--- src/tcgr_pkg.sv ---
// ----------------------------------------------------------------------------
// Text console glyph renderer package
// Shared widths, codes and word types for the glyph renderer modules.
// ----------------------------------------------------------------------------
package tcgr_pkg;

   // Font geometry limits.
   localparam int MAX_GLYPHS     = 512;
   localparam int MAX_GLYPH_ROWS = 32;
   localparam int GLYPH_WIDTH    = 8;
   localparam int GLYPH_SHIFT    = 3;

   // Field widths.
   localparam int CODE_W      = 16;
   localparam int COLOR_W     = 32;
   localparam int FONT_ADDR_W = 14;
   localparam int FONT_DEPTH  = 1 << FONT_ADDR_W;
   localparam int ROW_BITS_W  = 8;
   localparam int COL_W       = 10;
   localparam int ROW_W       = 9;
   localparam int HEIGHT_W    = 6;
   localparam int COUNT_W     = 10;
   localparam int GLYPH_SEL_W = 9;
   localparam int ROW_IDX_W   = 5;
   localparam int PIXEL_X_W   = 12;
   localparam int PIXEL_Y_W   = 13;
   localparam int CSR_INDEX_W = 3;

   // Shared multiplier: the glyph index and the cursor row ride in one operand.
   localparam int MCAND_W = GLYPH_SEL_W + FONT_ADDR_W;
   localparam int PROD_W  = MCAND_W + HEIGHT_W;

   // Character codes that only move the cursor.
   localparam logic [CODE_W-1:0] CODE_BACKSPACE = 16'd8;
   localparam logic [CODE_W-1:0] CODE_NEWLINE   = 16'd10;
   localparam logic [CODE_W-1:0] CODE_RETURN    = 16'd13;

   // Request and result kinds.
   localparam logic REQ_PUT       = 1'b0;
   localparam logic REQ_LOAD      = 1'b1;
   localparam logic RESULT_ROW    = 1'b0;
   localparam logic RESULT_SCROLL = 1'b1;

   // Register indexes.
   localparam logic [CSR_INDEX_W-1:0] CSR_COLUMNS    = 3'd0;
   localparam logic [CSR_INDEX_W-1:0] CSR_LINES      = 3'd1;
   localparam logic [CSR_INDEX_W-1:0] CSR_HEIGHT     = 3'd2;
   localparam logic [CSR_INDEX_W-1:0] CSR_COUNT      = 3'd3;
   localparam logic [CSR_INDEX_W-1:0] CSR_BACKGROUND = 3'd4;

   // Input word.
   typedef struct packed {
      logic                   req_type;
      logic [CODE_W-1:0]      char_code;
      logic [COLOR_W-1:0]     text_color;
      logic [FONT_ADDR_W-1:0] font_address;
      logic [ROW_BITS_W-1:0]  font_byte;
   } tcgr_req_type;

   // Result word.
   typedef struct packed {
      logic                  result_kind;
      logic [PIXEL_X_W-1:0]  pixel_x;
      logic [PIXEL_Y_W-1:0]  pixel_y;
      logic [ROW_BITS_W-1:0] row_bits;
      logic [COLOR_W-1:0]    fg_color;
      logic [COLOR_W-1:0]    bg_color;
      logic                  last;
   } tcgr_rsp_type;

   // Font memory write and read requests.
   typedef struct packed {
      logic                   en;
      logic [FONT_ADDR_W-1:0] addr;
      logic [ROW_BITS_W-1:0]  data;
   } tcgr_font_wr_type;

   typedef struct packed {
      logic                   en;
      logic [FONT_ADDR_W-1:0] addr;
   } tcgr_font_rd_type;

   // Shift-add multiplier command and status.
   typedef struct packed {
      logic                start;
      logic [MCAND_W-1:0]  mcand;
      logic [HEIGHT_W-1:0] mplier;
   } tcgr_mul_cmd_type;

   typedef struct packed {
      logic              busy;
      logic              done;
      logic [PROD_W-1:0] product;
   } tcgr_mul_stat_type;

endpackage

--- src/tcgr_shift_add.sv ---
// ----------------------------------------------------------------------------
// Shift-add multiplier
// Multiplies by the glyph height one multiplier bit per cycle.
// ----------------------------------------------------------------------------
module tcgr_shift_add import tcgr_pkg::*; (
   input  logic              clock,
   input  logic              reset,
   input  tcgr_mul_cmd_type  cmd,
   output tcgr_mul_stat_type stat
);

   logic                busy_ff, busy_in;
   logic [PROD_W-1:0]   acc_ff, acc_in;
   logic [PROD_W-1:0]   mcand_ff, mcand_in;
   logic [HEIGHT_W-1:0] mplier_ff, mplier_in;
   logic                done;

   // The product is complete once no multiplier bits remain.
   assign done = busy_ff && (mplier_ff == '0);

   // One add step a cycle.
   always_comb begin
      busy_in   = busy_ff;
      acc_in    = acc_ff;
      mcand_in  = mcand_ff;
      mplier_in = mplier_ff;
      if (cmd.start) begin
         busy_in   = 1'b1;
         acc_in    = '0;
         mcand_in  = PROD_W'(cmd.mcand);
         mplier_in = cmd.mplier;
      end else if (done) begin
         busy_in = 1'b0;
      end else if (busy_ff) begin
         if (mplier_ff[0]) begin
            acc_in = acc_ff + mcand_ff;
         end
         mcand_in  = mcand_ff << 1;
         mplier_in = mplier_ff >> 1;
      end
   end

   always_ff @(posedge clock) begin
      if (reset) begin
         busy_ff <= 1'b0;
      end else begin
         busy_ff <= busy_in;
      end
      acc_ff    <= acc_in;
      mcand_ff  <= mcand_in;
      mplier_ff <= mplier_in;
   end

   assign stat.busy    = busy_ff;
   assign stat.done    = done;
   assign stat.product = acc_ff;

endmodule

--- config.mk ---
export PLATFORM = sky130hd
export DESIGN_NAME = tcgr_shift_add
export DESIGN_NICKNAME = d
export VERILOG_FILES = /design/src/tcgr_pkg.sv /design/src/tcgr_shift_add.sv
export SDC_FILE = /design/constraint.sdc
export NUM_CORES = 1
export LEC_CHECK = 0
export ABC_AREA = 1
export ABC_CLOCK_PERIOD_IN_PS = 2600
export BUFFER_PORTS_ARGS = -buffer_cell sky130_fd_sc_hd__buf_2
export CORE_UTILIZATION = 48
export CTS_BUF_LIST = sky130_fd_sc_hd__clkbuf_16
export DETAILED_ROUTE_END_ITERATION = 6
export GPL_ROUTABILITY_DRIVEN = 0
export GPL_TIMING_DRIVEN = 1
export PLACE_DENSITY = 0.68
export SLEW_MARGIN = 20
export SYNTH_ARGS = -nofsm -noshare
export SYNTH_HDL_FRONTEND = slang
export SYNTH_SLANG_ARGS = --single-unit
export TNS_END_PERCENT = 20
--- constraint.sdc ---
create_clock -name clock -period 2.6 [get_ports clock]
set_input_delay 0.13 -clock clock [delete_from_list [all_inputs] [get_ports clock]]
set_output_delay 0.13 -clock clock [all_outputs]
set_load 0.005 [all_outputs]
======== Word-level counts from Yosys, hierarchy flattened ========
Index checks and enable logic that the tools add are counted.
word-level totals
  memories kept ........................... 0
  flip-flop bits (word level) ............. 65
  memory bits (writable) .................. 0
  bits in latches ......................... 0
  memory bits (read-only) ................. 0
  bits of input ports ..................... 32
  logic and storage cells ................. 23
cells by class
  div/mod/pow operators ................... 0
  $lt $le $gt $ge ......................... 0
  multiply operators ...................... 0
  shift-type cells ........................ 0
  reductions and logical operators ........ 7
  bitwise operators ....................... 1
  equal/unequal tests ..................... 1
  $add $sub $neg .......................... 1
  muxes and demuxes ....................... 8
operator list
  kind                count
  $mux 23             3
  $add 29x29->29      1
  $mux 6              3
  $logic_not 6->1     1
  $reduce_and 2->1    2
  $reduce_bool 2->1   2
  $reduce_and 3->1    1
  $mux 1              2
  $ne 2x2->1 const B  1
  $logic_and 1x1->1   1
  $not 1->1           1

======== Logic depth before layout (Yosys ltp) ========
Gate-level depths: netlist of the first run.
  word-level depth ........................ 4
  depth in mapped cells ................... 13
  gate-level depth less buffers ........... 13

======== Least setup slack after synthesis of the first run ========
OpenSTA, ideal clock, no wires.
  kind .................................... reg2reg
  start ................................... reg mcand_ff[0]
  end ..................................... reg acc_ff[16]
  data required time ...................... 2486 ps
  data arrival time ....................... 1769 ps
  library setup time ...................... 114 ps
  stages on the path, launching flop included .. 12
  slack ................................... 718 ps
  cell sequence ........................... edfxtp_1 -> ha_1 -> fa_1 -> nand3_1 -> nand3_1 -> nand2_1 -> nand2_1 -> nand2_1 -> nand2_1 -> xor2_1 -> o21bai_1 -> inv_1
between the ends
  cells in the longest elaborated chain, start to end .. 1
RTL lines
  item                    RTL line              text
  start, declared         tcgr_shift_add.sv:14  logic [PROD_W-1:0] mcand_ff, mcand_in;
  start signal, assigned  tcgr_shift_add.sv:50  mcand_ff <= mcand_in;
  $add 29x29->29          tcgr_shift_add.sv:36  acc_in = acc_ff + mcand_ff;
  end signal, assigned    tcgr_shift_add.sv:49  acc_ff <= acc_in;
  end, declared           tcgr_shift_add.sv:13  logic [PROD_W-1:0] acc_ff, acc_in;
No other way between the ends.
A chain may end at the register's enable or synchronous reset.

======== Worst setup path in the final report of the first run ========
  start ................................... reg mcand_ff[0]
  end ..................................... reg acc_ff[24]
The elaborated chain is that of the path after synthesis.

==> out/summary.log, run 1 <==
INFO  status         outcome=complete, no violations
INFO  worst_setup_path worstPathRequired=2.83ns
INFO  clock_network  clk_pin_slew_worst_paths=0.06ns
INFO  sta            finalWorstSetupSlack=0.386ns
INFO  placed_design  dp_hpwl=8.90mm
INFO  routing        wire_per_inst=12.5um
INFO  finish         design.final.nets=856
INFO  power          power.static_leakage=3.14nW
INFO  die            die_y_extent=101um
INFO  clock_network  post_cts_resize_count=0
INFO  sta            fin_skew=0.0121ns
INFO  synth          ys_ff_latch=65
INFO  die            die-width=101um
INFO  worst_setup_path r2r_end=acc_ff[24]$_SDFFE_PP0P_
INFO  synth          synth_flop_cell=sky130_fd_sc_hd__dfxtp_1
INFO  sta            grt_setup_unrepaired=no
INFO  finish         final_antenna_diode_count=0
INFO  synth          syn-instance-count=735
INFO  sta            finalCriticalPeriod=2.21ns
INFO  sta            hold-worst-slack=0.0627ns
INFO  clock_network  h-tree-depth=3
INFO  die            floorplan.initialDensity=50.0%
INFO  placed_design  worst_setup_slack_post_dpl=0.406ns
INFO  worst_setup_path launching_point_of_the_worst_reg2reg_path=mcand_ff[0]$_SDFFCE_PN0P_
INFO  global_route   first_global_vias=4,246
INFO  routing        drt_antenna_net_count=0
INFO  power          cellPowerDensity=593nW/um^2
INFO  routing        drt_wl_total=11.6mm
INFO  die            design.die.area=10,200squm
INFO  global_route   grt.overflow.total=0
INFO  clock_network  cts_sinks=65
INFO  synth          yosys.cell_types.count=28
INFO  worst_hold_path min_from=cmd[7]
INFO  synth          netlist_area=4690squm
INFO  synth          async_reset_ff_share=0%
INFO  worst_setup_path critPathArrivalTime=2.44ns
INFO  routing        detail_route.iter0.violations=327
INFO  clock_network  cts_setup_buffers=0
INFO  worst_hold_path hold_path_class=primary input to flip-flop
INFO  synth          post-synth-top-area-fraction=23.7%
INFO  worst_hold_path worstHoldPathCells=3
INFO  die            rows=35
INFO  placed_design  dpl-instance-area=5090squm
INFO  clock_network  clock_tree.root_cell=sky130_fd_sc_hd__clkbuf_16
INFO  sta            final_hold_vios=0
INFO  synth          mappedNetlistNets=796
INFO  sta            finalSetupViolCount=0
INFO  die            core_region_area=9370squm
INFO  synth          synth_enable_flop_cells=29
INFO  worst_setup_path crit_path_max_fanout=4
INFO  worst_setup_path crit_type=flip-flop to flip-flop
INFO  synth          share_of_synthesized_area_occupied_by_flip_flops_and_latches=33.9%
INFO  worst_setup_path reg2reg_slack=0.39ns
INFO  synth          avgSynthCellArea=6.38squm
INFO  global_route   grt_first_pass_wirelength=19.5mm
INFO  sta            max_clock_freq=452MHz
INFO  synth          synth.largest_area_cell=sky130_fd_sc_hd__nand2_1
INFO  global_route   grt_start_max_net_pins=60
INFO  synth          synth-warning-count=0
INFO  worst_hold_path whs_endpoint=mcand_ff[1]$_DFFE_PP_
INFO  finish         postLayoutCellArea=5390squm
INFO  synth          yosys.cell_count.top_type=sky130_fd_sc_hd__nand2_1
INFO  synth          post_synth_most_frequent_cells=296 x sky130_fd_sc_hd__nand2_1, 128 x sky130_fd_sc_hd__inv_1, 68 x sky130_fd_sc_hd__nor2_1, 36 x sky130_fd_sc_hd__dfxtp_1, 35 x sky130_fd_sc_hd__nand3_1
INFO  clock_network  clk_latency=0.33ns
INFO  clock_network  clock_tree.buffer_depth=2
INFO  sta            worst-slew-pin-transition=0.860ns
INFO  sta            fin_crit_sh=85.2%
INFO  clock_network  cts_buffer_count=9
INFO  global_route   antenna_found_initial=0
INFO  routing        dr_total_vias=4,562
INFO  finish         areaGrowthSynthToFinish=15.0%
INFO  placed_design  place.port_buffers=62
INFO  placed_design  cell_count_after_placement=912
INFO  sta            max_slew_margin=42.6%
INFO  clock_network  tritoncts_clock_tree=yes
INFO  synth          synthTopCellsByArea=sky130_fd_sc_hd__nand2_1 24%, sky130_fd_sc_hd__edfxtp_1 19%, sky130_fd_sc_hd__dfxtp_1 15%
INFO  clock_network  holdBufCountCts=1
INFO  routing        drt-vias-per-instance=4.91
INFO  worst_setup_path crit_path_start_kind=flip-flop
INFO  finish         share_of_post_route_cells_with_drive_strength_above_1=10.6%
INFO  global_route   globalRouteTotalUtil=24.8%
INFO  worst_setup_path worstSetupEndpointType=flip-flop
INFO  finish         fillCellCount=977
INFO  die            floorplan.io_pins=63
INFO  power          ir_drop=465uV
INFO  finish         layout.cells.non_filler=929
INFO  routing        number_of_optimization_iterations_in_the_first_detailed_route_pass=5
INFO  routing        drc_errors=0
INFO  flow_run       drv.max_cap_violation_count=0
INFO  worst_setup_path worst-r2r-cell-count=12
INFO  sta            tns=0ns
INFO  sta            timing.final.max_slew_violations=0
==> cells in the final DEF (no fill, tap or decap), types with 4 or more instances in the layout <==
master / n
sky130_fd_sc_hd__nor2_1: 68
sky130_fd_sc_hd__ha_1: 28
sky130_fd_sc_hd__buf_2: 62
sky130_fd_sc_hd__nand3_1: 35
sky130_fd_sc_hd__a21oi_1: 24
sky130_fd_sc_hd__nand2_1: 296
sky130_fd_sc_hd__inv_1: 129
sky130_fd_sc_hd__xor2_1: 7
sky130_fd_sc_hd__o21ai_1: 5
sky130_fd_sc_hd__nand4_1: 4
sky130_fd_sc_hd__o21a_1: 16
sky130_fd_sc_hd__o21bai_1: 6
sky130_fd_sc_hd__edfxtp_1: 29
sky130_fd_sc_hd__o21ai_0: 22
sky130_fd_sc_hd__clkbuf_16: 10
sky130_fd_sc_hd__dfxtp_1: 36
==> sequential cells by signal, summed over array words and instances, names as in the netlist <==
name	count
mcand_ff	29
busy_ff	1
acc_ff	29
mplier_ff	6
==> worst max-delay path, cell delays in order (launching register included) <==
cell and delay, ns:
sky130_fd_sc_hd__edfxtp_1 0.40, sky130_fd_sc_hd__ha_1 0.27, sky130_fd_sc_hd__fa_1 0.46, sky130_fd_sc_hd__nand3_1 0.11, sky130_fd_sc_hd__nand3_1 0.15, sky130_fd_sc_hd__nand2_1 0.10, sky130_fd_sc_hd__nand2_1 0.14, sky130_fd_sc_hd__nand2_1 0.10
sky130_fd_sc_hd__nand3_1 0.09, sky130_fd_sc_hd__nand2_1 0.07, sky130_fd_sc_hd__nand2_1 0.04, sky130_fd_sc_hd__o21bai_1 0.15, sky130_fd_sc_hd__inv_1 0.05
==> worst max path at each step <==
stage | startpoint | cells past startpoint | endpoint
4_1_cts | mcand_ff[0]$_SDFFCE_PN0P_ | 12 | acc_ff[24]$_SDFFE_PP0P_
5_1_grt | mcand_ff[0]$_SDFFCE_PN0P_ | 12 | acc_ff[24]$_SDFFE_PP0P_
3_3_place_gp | mcand_ff[0]$_SDFFCE_PN0P_ | 12 | acc_ff[24]$_SDFFE_PP0P_
6_report | mcand_ff[0]$_SDFFCE_PN0P_ | 12 | acc_ff[24]$_SDFFE_PP0P_
3_5_place_dp | mcand_ff[0]$_SDFFCE_PN0P_ | 12 | acc_ff[24]$_SDFFE_PP0P_
2_1_floorplan | mcand_ff[0]$_SDFFCE_PN0P_ | 11 | acc_ff[16]$_SDFFE_PP0P_
==> where the power goes <==
part / switching (mW) / internal (mW) / total [mW]
sequential: 0.0827 / 1.18 / 1.26
combinational: 0.476 / 0.277 / 0.753
clock: 0.480 / 0.704 / 1.18
total: 1.04 / 2.16 / 3.20
==> kinds of logic (layout without fill, tap and decap cells) <==
| kind of cell | after synthesis | in the layout | share of synthesized area [%] |
|---|---|---|---|
| and+or+nand+nor | 407 | 407 | 34.3 |
| buffers and inverters | 148 | 213 | 12.6 |
| AOI/OAI and AO/OA | 76 | 76 | 9.42 |
| DFF | 65 | 65 | 33.9 |
| adders and majority gates | 29 | 29 | 7.90 |
| xor gates and xnor gates | 10 | 10 | 1.87 |
==> stage by stage <==
stage / total power [mW] / util [%]
finish: 3.20 / 57.5
global route: 3.38 / 57.5
CTS: 3.21 / 57.5
detailed placement: 2.03 / 54.3
global placement: 2.01 / 54.3
floorplan: 1.81 / -
==> area by class of cell <==
type                       instances  area [sq um]  area share (%)
multi-input combinational        522          2510            46.5
timing repair buffer              66           343            6.36
clock inverter                     6          42.5           0.789
clock buffer                      10           250            4.64
tap                              129           161            2.99
inverter                         131           494            9.17
sequential                        65          1590            29.5
==> routing by layer <==
layer	GRT usage (%)	routed length (um)	up-vias
met1	34.6	5740	2011
li1	-	-	2381
met2	39.0	4890	146
met4	8.36	231	0
met5	0	0	-
met3	3.81	722	24
No activity file was read; power rests on OpenSTA's default activity.
==> run 2, diff against run 1 <==
Settings changed: ABC_AREA 1 to not set, CTS_BUF_LIST sky130_fd_sc_hd__clkbuf_16 to sky130_fd_sc_hd__clkbuf_4 sky130_fd_sc_hd__clkbuf_8 sky130_fd_sc_hd__clkbuf_16, PLACE_DENSITY 0.68 to 0.69, REMOVE_ABC_BUFFERS set to 1.
==> run 2 against run 1 <==
  * Die area is 12% lower
  * Area after synthesis is 12% lower
  * Sequential share of layout area is 3.3 points higher
  * Clock skew is 0.0027 ns lower
  * Largest cell class unchanged
  * Critical endpoint is now acc_ff[28]$_SDFFE_PP0P_
  * Critical path type unchanged
  * Highest routed layer unchanged
  * Final area is 10% lower
  * Global-route usage is 2.5 points lower
==> out/summary.log, run 2 <==
INFO  status         outcome=complete, no violations [unchanged]
INFO  placed_design  place.port_buffers=62 [unchanged]
INFO  global_route   antenna_found_initial=0 [unchanged]
INFO  worst_setup_path worstSetupEndpointType=flip-flop [unchanged]
INFO  die            core_region_area=8260squm [was 9370 sq um]
INFO  synth          ys_ff_latch=65 [unchanged]
INFO  routing        number_of_optimization_iterations_in_the_first_detailed_route_pass=4 [was 5]
INFO  finish         share_of_post_route_cells_with_drive_strength_above_1=26.2% [was 10.6%]
INFO  worst_setup_path worst_path_largest_cell_delay=0.42ns [was 0.46 ns]
INFO  synth          synth_flop_cell=sky130_fd_sc_hd__dfxtp_1 [unchanged]
INFO  routing        drt_antenna_net_count=0 [unchanged]
INFO  sta            final_hold_vios=0 [unchanged]
INFO  sta            fin_skew=0.00942ns [was 0.0121 ns]
INFO  global_route   grt.overflow.total=0 [unchanged]
INFO  global_route   grt_first_pass_wirelength=15.3mm [was 19.5 mm]
INFO  synth          post_synth_most_frequent_cells=52 x sky130_fd_sc_hd__nand2_1, 50 x sky130_fd_sc_hd__a21oi_1, 36 x sky130_fd_sc_hd__dfxtp_1, 30 x sky130_fd_sc_hd__nor2_1, 29 x sky130_fd_sc_hd__edfxtp_1 [was 296 x sky130_fd_sc_hd__nand2_1, 128 x sky130_fd_sc_hd__inv_1, 68 x sky130_fd_sc_hd__nor2_1, 36 x sky130_fd_sc_hd__dfxtp_1, 35 x sky130_fd_sc_hd__nand3_1]
INFO  synth          avgSynthCellArea=9.48squm [was 6.38 sq um]
INFO  die            floorplan.initialDensity=49.7% [was 50.0%]
INFO  sta            finalSetupViolCount=0 [unchanged]
INFO  finish         mostFrequentLayoutCells=62 x sky130_fd_sc_hd__buf_2, 52 x sky130_fd_sc_hd__nand2_1, 50 x sky130_fd_sc_hd__a21oi_1 [was 296 x sky130_fd_sc_hd__nand2_1, 129 x sky130_fd_sc_hd__inv_1, 68 x sky130_fd_sc_hd__nor2_1]
INFO  sta            max_slew_margin=59.7% [was 42.6%]
INFO  clock_network  h-tree-depth=3 [unchanged]
INFO  finish         design.final.nets=563 [was 856]
INFO  worst_setup_path crit_type=flip-flop to flip-flop [unchanged]
INFO  finish         layout_commonest_cell=sky130_fd_sc_hd__buf_2 [was sky130_fd_sc_hd__nand2_1]
INFO  clock_network  cts_buffer_count=9 [unchanged]
INFO  sta            max_clock_freq=399MHz [was 452 MHz]
INFO  clock_network  cts_sinks=65 [unchanged]
INFO  placed_design  worst_setup_slack_post_dpl=0.0204ns [was 0.406 ns]
INFO  sta            timing.final.max_slew_violations=0 [unchanged]
INFO  synth          synth.largest_area_cell=sky130_fd_sc_hd__edfxtp_1 [was sky130_fd_sc_hd__nand2_1]
INFO  routing        detail_route.iter0.violations=229 [was 327]
INFO  sta            finalCriticalPeriod=2.51ns [was 2.21 ns]
INFO  finish         postLayoutCoreUtil=58.7% [was 57.5%]
INFO  synth          synthTopCellsByArea=sky130_fd_sc_hd__edfxtp_1 21%, sky130_fd_sc_hd__dfxtp_1 18%, sky130_fd_sc_hd__ha_1 8.5% [was sky130_fd_sc_hd__nand2_1 24%, sky130_fd_sc_hd__edfxtp_1 19%, sky130_fd_sc_hd__dfxtp_1 15%]
INFO  sta            grt_setup_unrepaired=yes [was no]
INFO  synth          syn-instance-count=433 [was 735]
INFO  worst_setup_path slowest_stage=sky130_fd_sc_hd__ha_1 [was sky130_fd_sc_hd__fa_1]
INFO  global_route   first_global_vias=3,284 [was 4,246]
INFO  routing        drc_errors=0 [unchanged]
INFO  power          ir_drop=366uV [was 465 uV]
INFO  clock_network  tritoncts_clock_tree=yes [unchanged]
INFO  sta            finalWorstSetupSlack=0.0943ns [was 0.386 ns]
INFO  worst_setup_path worstPathRequired=2.83ns [about the same]
INFO  worst_setup_path crit_path_start_kind=flip-flop [unchanged]
INFO  synth          synth_enable_flop_cells=29 [unchanged]
INFO  clock_network  clk_pin_slew_worst_paths=0.08ns [was 0.06 ns]
INFO  routing        dr_total_vias=3,532 [was 4,562]
INFO  die            die-width=94.5um [was 101 um]
INFO  worst_hold_path hold_path_class=primary input to flip-flop [unchanged]
INFO  die            design.die.area=8920squm [was 10,200 sq um]
INFO  synth          yosys.cell_count.top_type=sky130_fd_sc_hd__nand2_1 [unchanged]
INFO  synth          netlist_area=4100squm [was 4690 sq um]
INFO  sta            tns=0ns [unchanged]
INFO  die            rows=33 [was 35]
INFO  flow_run       drv.max_cap_violation_count=0 [unchanged]
INFO  power          cellPowerDensity=605nW/um^2 [was 593 nW/um^2]
INFO  worst_setup_path ordered_list_of_cells_on_the_worst_path=ha_1 > a211oi_4 > o21a_4 > a2111o_1 > a21o_1 > and3_1 > nor3_2 > mux2_4 [was ha_1 > fa_1 > nand3_1 > nand3_1 > nand2_1 > nand2_1 > nand2_1 > nand3_1 > nand2_1 > nand2_1 > o21bai_1 > inv_1]
INFO  finish         final_antenna_diode_count=0 [unchanged]
INFO  clock_network  cts_setup_buffers=0 [unchanged]
INFO  global_route   globalRouteTotalUtil=22.2% [was 24.8%]
INFO  routing        drt_wl_total=9.59mm [was 11.6 mm]
INFO  synth          async_reset_ff_share=0% [unchanged]
INFO  placed_design  dp_hpwl=7.06mm [was 8.90 mm]
INFO  synth          post-synth-top-area-fraction=21.2% [was 23.7%]
INFO  finish         layout_top_registers=acc_ff x29, mcand_ff x29, mplier_ff x6 [unchanged]
INFO  clock_network  clk_latency=0.34ns [was 0.33 ns]
INFO  global_route   grt_start_max_net_pins=33 [was 60]
INFO  finish         areaGrowthSynthToFinish=18.2% [was 15.0%]
INFO  clock_network  clock_tree.buffer_depth=2 [unchanged]
INFO  synth          share_of_synthesized_area_occupied_by_flip_flops_and_latches=38.8% [was 33.9%]
INFO  die            die_y_extent=94.5um [was 101 um]
INFO  power          power.static_leakage=2.06nW [was 3.14 nW]
INFO  synth          synth-warning-count=0 [unchanged]
INFO  routing        wire_per_inst=15.7um [was 12.5 um]
INFO  clock_network  clock_tree.root_cell=sky130_fd_sc_hd__clkbuf_8 [was sky130_fd_sc_hd__clkbuf_16]
INFO  worst_setup_path crit_path_max_fanout=5 [was 4]
INFO  routing        drt-vias-per-instance=5.77 [was 4.91]
INFO  die            floorplan.io_pins=63 [unchanged]
INFO  sta            worst-slew-pin-transition=0.599ns [was 0.860 ns]
INFO  sta            fin_crit_sh=96.4% [was 85.2%]
INFO  synth          yosys.cell_types.count=58 [was 28]
INFO  worst_setup_path critPathArrivalTime=2.74ns [was 2.44 ns]
run 2: cell count changes after synthesis, sizes merged, moves of 10 or more:
cell / change
mux2: +28
a21oi: +26
o21ai: -13
nand2: -246
nor2: -38
a21o: +10
a211oi: +12
o21a: -12
nand3: -33
inv: -122
run 2: path summary, 6_finish.rpt:
kind	from	endpoint	slack (ns)	cells past startpoint
worst min register to register	acc_ff[10]$_SDFFE_PP0P_	acc_ff[10]$_SDFFE_PP0P_	0.48	2
worst min-delay path	cmd[5]	mplier_ff[5]$_SDFFCE_PN0P_	0.06	2
worst max register to register	mcand_ff[2]$_DFFE_PP_	acc_ff[28]$_SDFFE_PP0P_	0.09	8
worst max-delay path	mcand_ff[2]$_DFFE_PP_	acc_ff[28]$_SDFFE_PP0P_	0.09	8
run 2: worst max-delay path, delay by kind of cell, from the launching register on:
family	cells	cell delay, ns
fa+ha+maj	1	0.42
mux	1	0.31
compound gates	4	0.98
flops	1	0.39
simple gates	2	0.31
run 2: layer usage:
| metal | up-vias | global-route usage [%] | part of all wire (%) |
|---|---|---|---|
| met3 | 12 | 4.19 | 5.7 |
| met5 | - | 0 | 0 |
| met2 | 101 | 35.2 | 45 |
| li1 | 1757 | - | - |
| met4 | 0 | 8.21 | 1.4 |
| met1 | 1662 | 30.2 | 48 |
run 2: repair_timing:
| action | CTS | global route |
|---|---|---|
| gates resized for setup | 0 | 8 |
| hold endpoints to repair | 1 | 0 |
| endpoints found under the setup margin | 0 | 10 |
| hold buffers | 1 | 0 |
run 2: final cells by class:
| cell class | instances | area (sq um) |
|---|---|---|
| Clock buffer | 9 | 124 |
| Clock inverter | 7 | 95.1 |
| Fill cell | 756 | 3410 |
| Inverter | 8 | 30.0 |
| Multi-Input combinational cell | 340 | 2430 |
| Sequential cell | 65 | 1590 |
| Tap cell | 105 | 131 |
| Timing Repair Buffer | 78 | 445 |
run 2: where the power goes:
group	internal [mW]	switching (mW)	total (mW)
clock network	0.539	0.409	0.948
registers	1.17	0.0664	1.24
logic	0.329	0.421	0.750
run 2: cells by family (layout without fill, tap and decap cells):
kind of cell	Yosys count	in the layout	share of synthesized area, %
compound gates	127	127	20.6
xor+xnor	16	16	3.41
fa+ha+maj	29	29	9.02
buf+inv	28	102	3.23
flops	65	65	38.8
mux	36	36	9.73
simple gates	132	132	15.2
run 2: through the flow:
step | instances | power [mW] | cell area (sq um) | hold slack (ns)
floorplan | 413 | 1.74 | 4000 | 0.195
global placement | 595 | 1.96 | 4570 | 0.287
detailed placement | 595 | 1.98 | 4570 | 0.289
CTS | 612 | 2.94 | 4800 | 0.0464
global route | 612 | 3.08 | 4850 | 0.0685
finish | 612 | 2.93 | 4850 | 0.0640
